$ cat src/amwp_pkg.sv
// Shared types and constants for the windowed acceleration magnitude peak unit.
// No dependencies; every other source file imports this package.
`timescale 1ns / 1ps

package amwp_pkg;

    localparam int SAMPLE_WIDTH = 16;
    localparam int NUM_LANES    = 3;
    localparam int SQUARE_WIDTH = 32;
    localparam int ROOT_WIDTH   = 16;
    localparam int COUNT_WIDTH  = 12;
    localparam int LEN_WIDTH    = 13;
    localparam int CMP_WIDTH    = (COUNT_WIDTH + 1 > LEN_WIDTH) ? COUNT_WIDTH + 1 : LEN_WIDTH;

    localparam int STEP_COUNT   = SQUARE_WIDTH / 2;
    localparam int STEP_WIDTH   = $clog2(STEP_COUNT);

    localparam int APB_ADDR_WIDTH = 3;
    localparam int APB_DATA_WIDTH = 32;

    localparam logic [LEN_WIDTH-1:0] WINDOW_LEN_RESET = LEN_WIDTH'(250);
    localparam logic [ROOT_WIDTH-1:0] ROOT_MAX = ROOT_WIDTH'(56755);

    // Register index, taken from paddr[2].
    localparam logic REG_WINDOW_LEN = 1'b0;

    typedef enum logic [2:0] {
        ST_IDLE,
        ST_SQUARE,
        ST_SUM,
        ST_UPDATE,
        ST_ROOT,
        ST_HOLD
    } state_t;

    typedef struct packed {
        logic                    emit;
        logic [SQUARE_WIDTH-1:0] peak;
    } merge_status_t;

    typedef struct packed {
        logic                  busy;
        logic [ROOT_WIDTH-1:0] root;
    } root_status_t;

endpackage

$ cat src/accel_magnitude_window_peak_unit.sv
// Top level of the windowed acceleration magnitude peak unit.
// Depends on amwp_pkg, amwp_square_lane, amwp_merge and amwp_isqrt.
`timescale 1ns / 1ps

// How to use this block
// The slave stream takes one three-axis sample per transfer: s_tdata carries
// accel_x, accel_y and accel_z as signed 16-bit raw counts. Three square
// lanes work on the axes side by side, a merging stage adds the squares and
// keeps the largest squared magnitude of the current window. When the
// window_len-th sample of a window arrives, a 16-step square root unit turns
// the peak into raw counts, and the result leaves on the master stream as one
// 16-bit transfer; the window then starts again from zero.
// A sample that does not close a window passes the square, sum and update
// states and returns to idle before the next transfer is taken. A sample
// that closes a window goes through the lanes and merge, then the square
// root state (16 steps and the load of the output register), then idle.
// The output register keeps the result while the receiver stalls; the next
// sample is taken meanwhile. Only when another result is finished before the
// previous one has been taken does the block wait, with s_tready low.
// window_len is written over the APB port at address 0 while the block is
// idle. A length of 0 acts as 1 and lengths above 4096 act as 4096.
// Reset (aresetn low, synchronous) empties the window, drops any result
// not yet taken and sets window_len to 250.

module accel_magnitude_window_peak_unit (
    input  logic                                   aclk,
    input  logic                                   aresetn,
    // s_tdata, lowest bit up: accel_x[15:0], accel_y[31:16], accel_z[47:32]
    input  logic                                   s_tvalid,
    output logic                                   s_tready,
    input  logic [3*amwp_pkg::SAMPLE_WIDTH-1:0]    s_tdata,
    // m_tdata, lowest bit up: peak_magnitude[15:0]
    output logic                                   m_tvalid,
    input  logic                                   m_tready,
    output logic [amwp_pkg::ROOT_WIDTH-1:0]        m_tdata,
    input  logic                                   psel,
    input  logic                                   penable,
    input  logic                                   pwrite,
    input  logic [amwp_pkg::APB_ADDR_WIDTH-1:0]    paddr,
    input  logic [amwp_pkg::APB_DATA_WIDTH-1:0]    pwdata,
    output logic [amwp_pkg::APB_DATA_WIDTH-1:0]    prdata,
    output logic                                   pready
);
    import amwp_pkg::*;

    state_t state_reg, state_next;

    logic [LEN_WIDTH-1:0]  window_len_reg;
    logic                  m_tvalid_reg, m_tvalid_next;
    logic [ROOT_WIDTH-1:0] m_tdata_reg;

    logic s_accept;
    logic lane_load, sum_en, update_en, root_start, out_load, out_free;

    logic [NUM_LANES-1:0][SQUARE_WIDTH-1:0] lane_square;
    merge_status_t merge_st;
    root_status_t  root_st;

    // Configuration port. The register index sits at paddr[2]; byte offsets
    // below it are ignored.
    assign pready = 1'b1;

    always_ff @(posedge aclk) begin
        if (!aresetn) begin
            window_len_reg <= WINDOW_LEN_RESET;
        end else if (psel && penable && pwrite && pready && paddr[2] == REG_WINDOW_LEN) begin
            window_len_reg <= pwdata[LEN_WIDTH-1:0];
        end
    end

    always_comb begin
        if (paddr[2] == REG_WINDOW_LEN) begin
            prdata = APB_DATA_WIDTH'(window_len_reg);
        end else begin
            prdata = '0;
        end
    end

    // Each lane squares one axis of the sample.
    generate
        for (genvar i = 0; i < NUM_LANES; i++) begin : g_lane
            amwp_square_lane u_lane (
                .aclk   (aclk),
                .load   (lane_load),
                .sample (s_tdata[i*SAMPLE_WIDTH +: SAMPLE_WIDTH]),
                .square (lane_square[i])
            );
        end
    endgenerate

    amwp_merge u_merge (
        .aclk        (aclk),
        .aresetn     (aresetn),
        .sum_en      (sum_en),
        .update_en   (update_en),
        .window_len  (window_len_reg),
        .lane_square (lane_square),
        .status      (merge_st)
    );

    amwp_isqrt u_isqrt (
        .aclk    (aclk),
        .aresetn (aresetn),
        .start   (root_start),
        .operand (merge_st.peak),
        .status  (root_st)
    );

    assign s_accept = s_tvalid && s_tready;
    // The output register can take a new result if it is empty or being drained.
    assign out_free = !m_tvalid_reg || m_tready;

    // Next state.
    always_comb begin
        state_next = state_reg;
        case (state_reg)
            ST_IDLE: begin
                if (s_accept) begin
                    state_next = ST_SQUARE;
                end
            end
            ST_SQUARE: begin
                state_next = ST_SUM;
            end
            ST_SUM: begin
                state_next = ST_UPDATE;
            end
            ST_UPDATE: begin
                state_next = merge_st.emit ? ST_ROOT : ST_IDLE;
            end
            ST_ROOT: begin
                if (!root_st.busy) begin
                    state_next = out_free ? ST_IDLE : ST_HOLD;
                end
            end
            ST_HOLD: begin
                if (out_free) begin
                    state_next = ST_IDLE;
                end
            end
            default: begin
                state_next = ST_IDLE;
            end
        endcase
    end

    // Control outputs.
    always_comb begin
        s_tready   = 1'b0;
        lane_load  = 1'b0;
        sum_en     = 1'b0;
        update_en  = 1'b0;
        root_start = 1'b0;
        out_load   = 1'b0;
        case (state_reg)
            ST_IDLE: begin
                s_tready  = 1'b1;
                lane_load = s_tvalid;
            end
            ST_SQUARE: begin
                sum_en = 1'b1;
            end
            ST_UPDATE: begin
                update_en  = 1'b1;
                root_start = merge_st.emit;
            end
            ST_ROOT: begin
                out_load = !root_st.busy && out_free;
            end
            ST_HOLD: begin
                out_load = out_free;
            end
            default: begin
                s_tready = 1'b0;
            end
        endcase
    end

    always_ff @(posedge aclk) begin
        if (!aresetn) begin
            state_reg <= ST_IDLE;
        end else begin
            state_reg <= state_next;
        end
    end

    // Output register.
    always_comb begin
        if (out_load) begin
            m_tvalid_next = 1'b1;
        end else if (m_tready) begin
            m_tvalid_next = 1'b0;
        end else begin
            m_tvalid_next = m_tvalid_reg;
        end
    end

    always_ff @(posedge aclk) begin
        if (!aresetn) begin
            m_tvalid_reg <= 1'b0;
        end else begin
            m_tvalid_reg <= m_tvalid_next;
        end
    end

    always_ff @(posedge aclk) begin
        if (out_load) begin
            m_tdata_reg <= root_st.root;
        end
    end

    assign m_tvalid = m_tvalid_reg;
    assign m_tdata  = m_tdata_reg;

    // The square root unit only runs while the controller waits for it.
    a_root_in_state: assert property (@(posedge aclk) disable iff (!aresetn)
        root_st.busy |-> state_reg == ST_ROOT)
        else $error("square root unit busy outside the root state");

    // A completed window always starts the square root unit.
    a_emit_starts_root: assert property (@(posedge aclk) disable iff (!aresetn)
        state_reg == ST_UPDATE && merge_st.emit |=> root_st.busy)
        else $error("window completed without starting the square root");

    // No new sample is taken while a result is still being formed.
    a_no_accept_busy: assert property (@(posedge aclk) disable iff (!aresetn)
        s_accept |-> !root_st.busy && state_reg != ST_HOLD)
        else $error("sample taken while a result is pending");

    // The root of a sum of three 16-bit squares never exceeds its bound.
    a_root_range: assert property (@(posedge aclk) disable iff (!aresetn)
        out_load |-> root_st.root <= ROOT_MAX)
        else $error("square root result out of range");

endmodule

$ cat src/amwp_square_lane.sv
// One lane: squares a signed raw axis count and holds the product.
// Depends on amwp_pkg.
`timescale 1ns / 1ps

module amwp_square_lane (
    input  logic                                      aclk,
    input  logic                                      load,
    input  logic signed [amwp_pkg::SAMPLE_WIDTH-1:0]  sample,
    output logic        [amwp_pkg::SQUARE_WIDTH-1:0]  square
);
    import amwp_pkg::*;

    logic signed [SQUARE_WIDTH-1:0] product;
    logic        [SQUARE_WIDTH-1:0] square_reg;

    // A signed square is never negative and fits in 31 bits.
    assign product = SQUARE_WIDTH'(sample) * SQUARE_WIDTH'(sample);

    always_ff @(posedge aclk) begin
        if (load) begin
            square_reg <= unsigned'(product);
        end
    end

    assign square = square_reg;

endmodule

$ cat src/amwp_merge.sv
// Merging stage: sums the lane squares, tracks the window peak and sample count.
// Depends on amwp_pkg.
`timescale 1ns / 1ps

module amwp_merge (
    input  logic                                               aclk,
    input  logic                                               aresetn,
    input  logic                                               sum_en,
    input  logic                                               update_en,
    input  logic [amwp_pkg::LEN_WIDTH-1:0]                     window_len,
    input  logic [amwp_pkg::NUM_LANES-1:0][amwp_pkg::SQUARE_WIDTH-1:0] lane_square,
    output amwp_pkg::merge_status_t                            status
);
    import amwp_pkg::*;

    localparam logic [CMP_WIDTH-1:0] COUNT_MAX = CMP_WIDTH'(1) << COUNT_WIDTH;

    logic [SQUARE_WIDTH-1:0] sum_reg;
    logic [SQUARE_WIDTH-1:0] peak_reg, peak_next;
    logic [COUNT_WIDTH-1:0]  count_reg, count_next;
    logic [SQUARE_WIDTH-1:0] new_peak;
    logic [CMP_WIDTH-1:0]    len_wide, len_eff, count_inc;
    logic                    emit;

    // The sum of three squares of 16-bit counts stays below 2^32.
    always_ff @(posedge aclk) begin
        if (sum_en) begin
            sum_reg <= lane_square[0] + lane_square[1] + lane_square[2];
        end
    end

    always_comb begin
        len_wide = CMP_WIDTH'(window_len);
        if (len_wide == '0) begin
            len_eff = CMP_WIDTH'(1);
        end else if (len_wide > COUNT_MAX) begin
            len_eff = COUNT_MAX;
        end else begin
            len_eff = len_wide;
        end
        new_peak  = (sum_reg > peak_reg) ? sum_reg : peak_reg;
        count_inc = CMP_WIDTH'(count_reg) + CMP_WIDTH'(1);
        emit      = (count_inc >= len_eff);
        if (emit) begin
            peak_next  = '0;
            count_next = '0;
        end else begin
            peak_next  = new_peak;
            count_next = count_inc[COUNT_WIDTH-1:0];
        end
    end

    always_ff @(posedge aclk) begin
        if (!aresetn) begin
            peak_reg  <= '0;
            count_reg <= '0;
        end else if (update_en) begin
            peak_reg  <= peak_next;
            count_reg <= count_next;
        end
    end

    assign status.emit = emit;
    assign status.peak = new_peak;

    // A finished window always leaves the count and peak cleared.
    a_clear_on_emit: assert property (@(posedge aclk) disable iff (!aresetn)
        update_en && emit |=> count_reg == '0 && peak_reg == '0)
        else $error("window state not cleared after emit");

    // Within a window the peak never shrinks.
    a_peak_grows: assert property (@(posedge aclk) disable iff (!aresetn)
        update_en && !emit |=> peak_reg >= $past(peak_reg))
        else $error("peak decreased within a window");

    // Only an update moves the count.
    a_count_hold: assert property (@(posedge aclk) disable iff (!aresetn)
        !update_en |=> $stable(count_reg))
        else $error("sample count changed without an update");

endmodule

$ cat src/amwp_isqrt.sv
// Iterative integer square root, one result bit per cycle.
// Depends on amwp_pkg.
`timescale 1ns / 1ps

module amwp_isqrt (
    input  logic                               aclk,
    input  logic                               aresetn,
    input  logic                               start,
    input  logic [amwp_pkg::SQUARE_WIDTH-1:0]  operand,
    output amwp_pkg::root_status_t             status
);
    import amwp_pkg::*;

    localparam logic [SQUARE_WIDTH-1:0] BIT_INIT = SQUARE_WIDTH'(1) << (SQUARE_WIDTH - 2);

    logic                    busy_reg;
    logic [STEP_WIDTH-1:0]   step_reg;
    logic [SQUARE_WIDTH-1:0] rem_reg, rem_next;
    logic [SQUARE_WIDTH-1:0] root_reg, root_next;
    logic [SQUARE_WIDTH-1:0] bit_reg;
    logic [SQUARE_WIDTH-1:0] trial;

    always_comb begin
        trial = root_reg + bit_reg;
        if (rem_reg >= trial) begin
            rem_next  = rem_reg - trial;
            root_next = (root_reg >> 1) + bit_reg;
        end else begin
            rem_next  = rem_reg;
            root_next = root_reg >> 1;
        end
    end

    always_ff @(posedge aclk) begin
        if (!aresetn) begin
            busy_reg <= 1'b0;
            step_reg <= '0;
        end else if (start) begin
            busy_reg <= 1'b1;
            step_reg <= '0;
        end else if (busy_reg) begin
            step_reg <= step_reg + STEP_WIDTH'(1);
            if (step_reg == STEP_WIDTH'(STEP_COUNT - 1)) begin
                busy_reg <= 1'b0;
            end
        end
    end

    always_ff @(posedge aclk) begin
        if (start) begin
            rem_reg  <= operand;
            root_reg <= '0;
            bit_reg  <= BIT_INIT;
        end else if (busy_reg) begin
            rem_reg  <= rem_next;
            root_reg <= root_next;
            bit_reg  <= bit_reg >> 2;
        end
    end

    assign status.busy = busy_reg;
    assign status.root = root_reg[ROOT_WIDTH-1:0];

endmodule
$ cat config.mk
export PLATFORM = sky130hd
export DESIGN_NAME = accel_magnitude_window_peak_unit
export DESIGN_NICKNAME = d
export VERILOG_FILES = /design/src/amwp_pkg.sv /design/src/accel_magnitude_window_peak_unit.sv /design/src/amwp_square_lane.sv /design/src/amwp_merge.sv /design/src/amwp_isqrt.sv
export SDC_FILE = /design/constraint.sdc
export NUM_CORES = 2
export LEC_CHECK = 0
export ABC_AREA = 1
export BUFFER_PORTS_ARGS = -buffer_cell sky130_fd_sc_hd__buf_4
export CORE_UTILIZATION = 35
export CTS_BUF_LIST = sky130_fd_sc_hd__clkbuf_2 sky130_fd_sc_hd__clkbuf_4 sky130_fd_sc_hd__clkbuf_8
export DETAILED_ROUTE_END_ITERATION = 7
export GPL_TIMING_DRIVEN = 0
export PLACE_DENSITY_LB_ADDON = 0.08
export SETUP_SLACK_MARGIN = 0.5
export SLEW_MARGIN = 25
export SYNTH_ARGS = -nofsm -noshare
export SYNTH_HDL_FRONTEND = slang
export SYNTH_SLANG_ARGS = --single-unit
export TNS_END_PERCENT = 30
$ cat constraint.sdc
create_clock -name aclk -period 12 [get_ports aclk]
set_input_delay 2.4 -clock aclk [delete_from_list [all_inputs] [get_ports aclk]]
set_output_delay 2.4 -clock aclk [all_outputs]
set_load 0.005 [all_outputs]
==> flow_summary.toml <==
[outcome]
outcome = "finished, final reports clean"

[hold_path]
hp-class = "register to register"
timing.hold.worst.start = "u_merge.peak_reg[31]"

[routing]
dr.pass1.iters = 6
vias = 36341
via_per_inst = 4.692
ant_nets = 0
drtIter0Drc = 1666
drc = 0
routed_wl_um = 130400
wire_per_inst_um = 16.83

[critical_path]
crit_fanout = 10
critPathArrivalTime_ps = 8870
crit_type = "input pin to register"
r2r_slack_ps = 6760
startpoint_type = "input pin"
r2r-start = "u_isqrt.root_reg[4]"
endpoint = "g_lane[0].u_lane.square[28]"
required_ps = 12390
rr_worst_depth = 19
r2r_end = "u_isqrt.rem_reg[18]"
critPathCaptureType = "register"
setup.worst_path.start = "s_tdata[5]"

[floorplan]
die_x_um = 368.2
rows = 133
start_util_pct = 35.47
io_pins = 141
fp.coreArea_um2 = 132300
dieArea_um2 = 135600
fp.dieH_um = 368.2

[global_routing]
grt_pass1_wl_um = 210000
grt_max_degree = 27
grt_pass1_vias = 38226
grt-ovfl-total = 0
antenna_found_initial = 0
grtUsageTotal_pct = 19.56

[clock_network]
clkTransAtPathRegs_ps = 60
root_buffer = "clkbuf_8"
insertion_delay_ps = 670
hold_buffers = 0
cts_tree = "yes"
clock_sinks = 287
ctsResizeCount = 0
clockBufferDepth = 3
cts_buffers = 56
ctsHtreeMaxLevel = 2
post-cts-setup-buffers = 0

[placement]
numPortBuffers = 79
gp_congestion = 0.8961
hpwl_um = 113300
post_dp_cell_area_um2 = 49950

[sta]
hold_viol_final = 0
rsz0062_at_grt = "no"
tightest_slew_ps = 928.5
min_period_over_period_pct = 70.60
fin_crit_ps = 8472
slew_headroom_pct = 38.10
fmax_mhz = 118.0
drv_slew = 0
setup_viol = 0
clock_skew_ps = 46.63

[finish]
finalNetCount = 7187
largest_reg_flops = 93
area_growth_pct = 8.822
final_area_um2 = 51070
drive_above_1_share_pct = 4.359
regArea_um2 = 7477
multiInputGateArea_um2 = 33320
fillerInstances = 14051

[yosys]
synth_seq_cells = 287
ys.warnings.count = 0
synth_ff_type = "edfxtp_1"
ys_top_cells_by_area = "fa_1 (31%), inv_1 (12%), ha_1 (11%), edfxtp_1 (11%), nand2_1 (9.1%)"
netlist_instances = 5774
syn_area_per_cell_um2 = 8.128
synth_cell_types = 54
yosysTopAreaCell = "fa_1"
synth_top_area_share_pct = 31.27
synth-edff-count = 173
synthArstFlopShare_pct = 0
yosysSeqAreaShare_pct = 15.93
synth_area_um2 = 46930

[job]
cap_violations = 0
per-layer routing:
metal	part of all wire, %	wire length, um	track usage, %
met5	0	0	0
met4	1.7	2164	3.351
met3	3.1	4076	1.501
met2	48	63060	33.89
met1	47	61060	26.89
how the worst min path moves through the flow:
stage,to,slack (ps),cells past startpoint
3_3_place_gp,u_merge.peak_reg[13],450,2
2_1_floorplan,m_tdata[6],430,0
6_report,u_merge.peak_reg[31],460,2
5_1_grt,u_merge.peak_reg[13],480,2
4_1_cts,u_merge.peak_reg[13],470,2
3_5_place_dp,u_merge.peak_reg[13],460,2
worst max-delay path: stages:
cell	delay, ps
clkbuf_1	570
clkbuf_1	690
nand2_1	230
fa_1	560
inv_1	70
fa_1	810
fa_1	530
fa_1	510
fa_1	490
inv_1	50
fa_1	470
inv_1	40
ha_1	350
nand2_1	130
nor4_1	510
nand3_1	250
nand4_1	130
nand2_1	60
cells by family (layout without fill, tap and decap cells):
logic type | Yosys count | after routing | share of synthesized area, %
AOI/OAI and AO/OA | 626 | 626 | 7.558
xor gates and xnor gates | 230 | 230 | 4.292
adders and majority gates | 1151 | 1151 | 42.41
buffers and inverters | 1629 | 1822 | 13.27
DFF | 287 | 287 | 15.93
other | 2 | 25 | 0.01600
and+or+nand+nor | 1849 | 1849 | 16.51
synthesized netlist by cell type, types with 2 or more instances:
cell type  instances
buf_2             11
and2_1             4
buf_1              2
o21bai_1          39
nand2_2            3
conb_1             2
clkinv_1           4
a221oi_1           4
o21a_1            11
xnor2_1           93
dfxtp_1          114
a21o_1            21
o21ai_0          164
a31oi_1           18
nor4_1            11
nand2_1         1142
nand3b_1          24
a211oi_1          20
a21oi_1          302
buf_4             21
nor3_1            47
nor2_1           256
ha_1             418
inv_2              4
edfxtp_1         173
o211ai_1          14
nor2_2             3
clkbuf_1         137
or2_2             15
o31ai_1            2
fa_1             733
nand3_1          272
xor2_1           137
inv_1           1447
a31o_2             9
nand4_1           64
o221ai_1           2
buf_6              3
nor3b_1            2
a21boi_0          12
layout by cell type, fill, tap and decap left out, types with 11 or more instances in the layout:
| master | instances |
|---|---|
| inv_1 | 1447 |
| or2_2 | 15 |
| dfxtp_1 | 114 |
| o21ai_0 | 164 |
| conb_1 | 23 |
| nand4_1 | 64 |
| o211ai_1 | 14 |
| xor2_1 | 137 |
| a211oi_1 | 20 |
| clkbuf_4 | 12 |
| o21bai_1 | 39 |
| buf_2 | 11 |
| nor3_1 | 46 |
| fa_1 | 733 |
| buf_4 | 110 |
| a21o_1 | 21 |
| clkinv_1 | 16 |
| nor4_1 | 11 |
| a21oi_1 | 302 |
| xnor2_1 | 93 |
| clkbuf_1 | 137 |
| edfxtp_1 | 173 |
| nand3b_1 | 24 |
| o21a_1 | 11 |
| clkbuf_8 | 58 |
| nor2_1 | 254 |
| nand2_1 | 1141 |
| a31oi_1 | 18 |
| nand3_1 | 272 |
| ha_1 | 418 |
| a21boi_0 | 12 |
layout make-up:
class,instances,area share [%]
multi-input cells,3879,65.24
flip-flops and latches,287,14.64
inverters,1455,10.69
well taps,1755,4.300
clock buffers,70,1.739
plain buffers,174,1.504
repair buffers,93,1.431
clock inverters,30,0.4385
diodes,2,0.009800
metrics by stage:
stage          TNS [ps]  instances  setup WS (ps)  hold slack (ps)  util [%]
2_1_floorplan         0       5795           2630            431.4         -
3_3_place_gp     -84690       7629         -923.7            451.5     37.64
3_5_place_dp          0       7643           2924            456.2     37.76
4_1_cts               0       7743           3655            465.3     38.60
5_1_grt               0       7743           3175            479.6     38.60
6_report              0       7745           3528            462.7     38.60
Power is not shown: default switching activity piles up to over one toggle a cycle in this logic, so the estimate is an artifact.
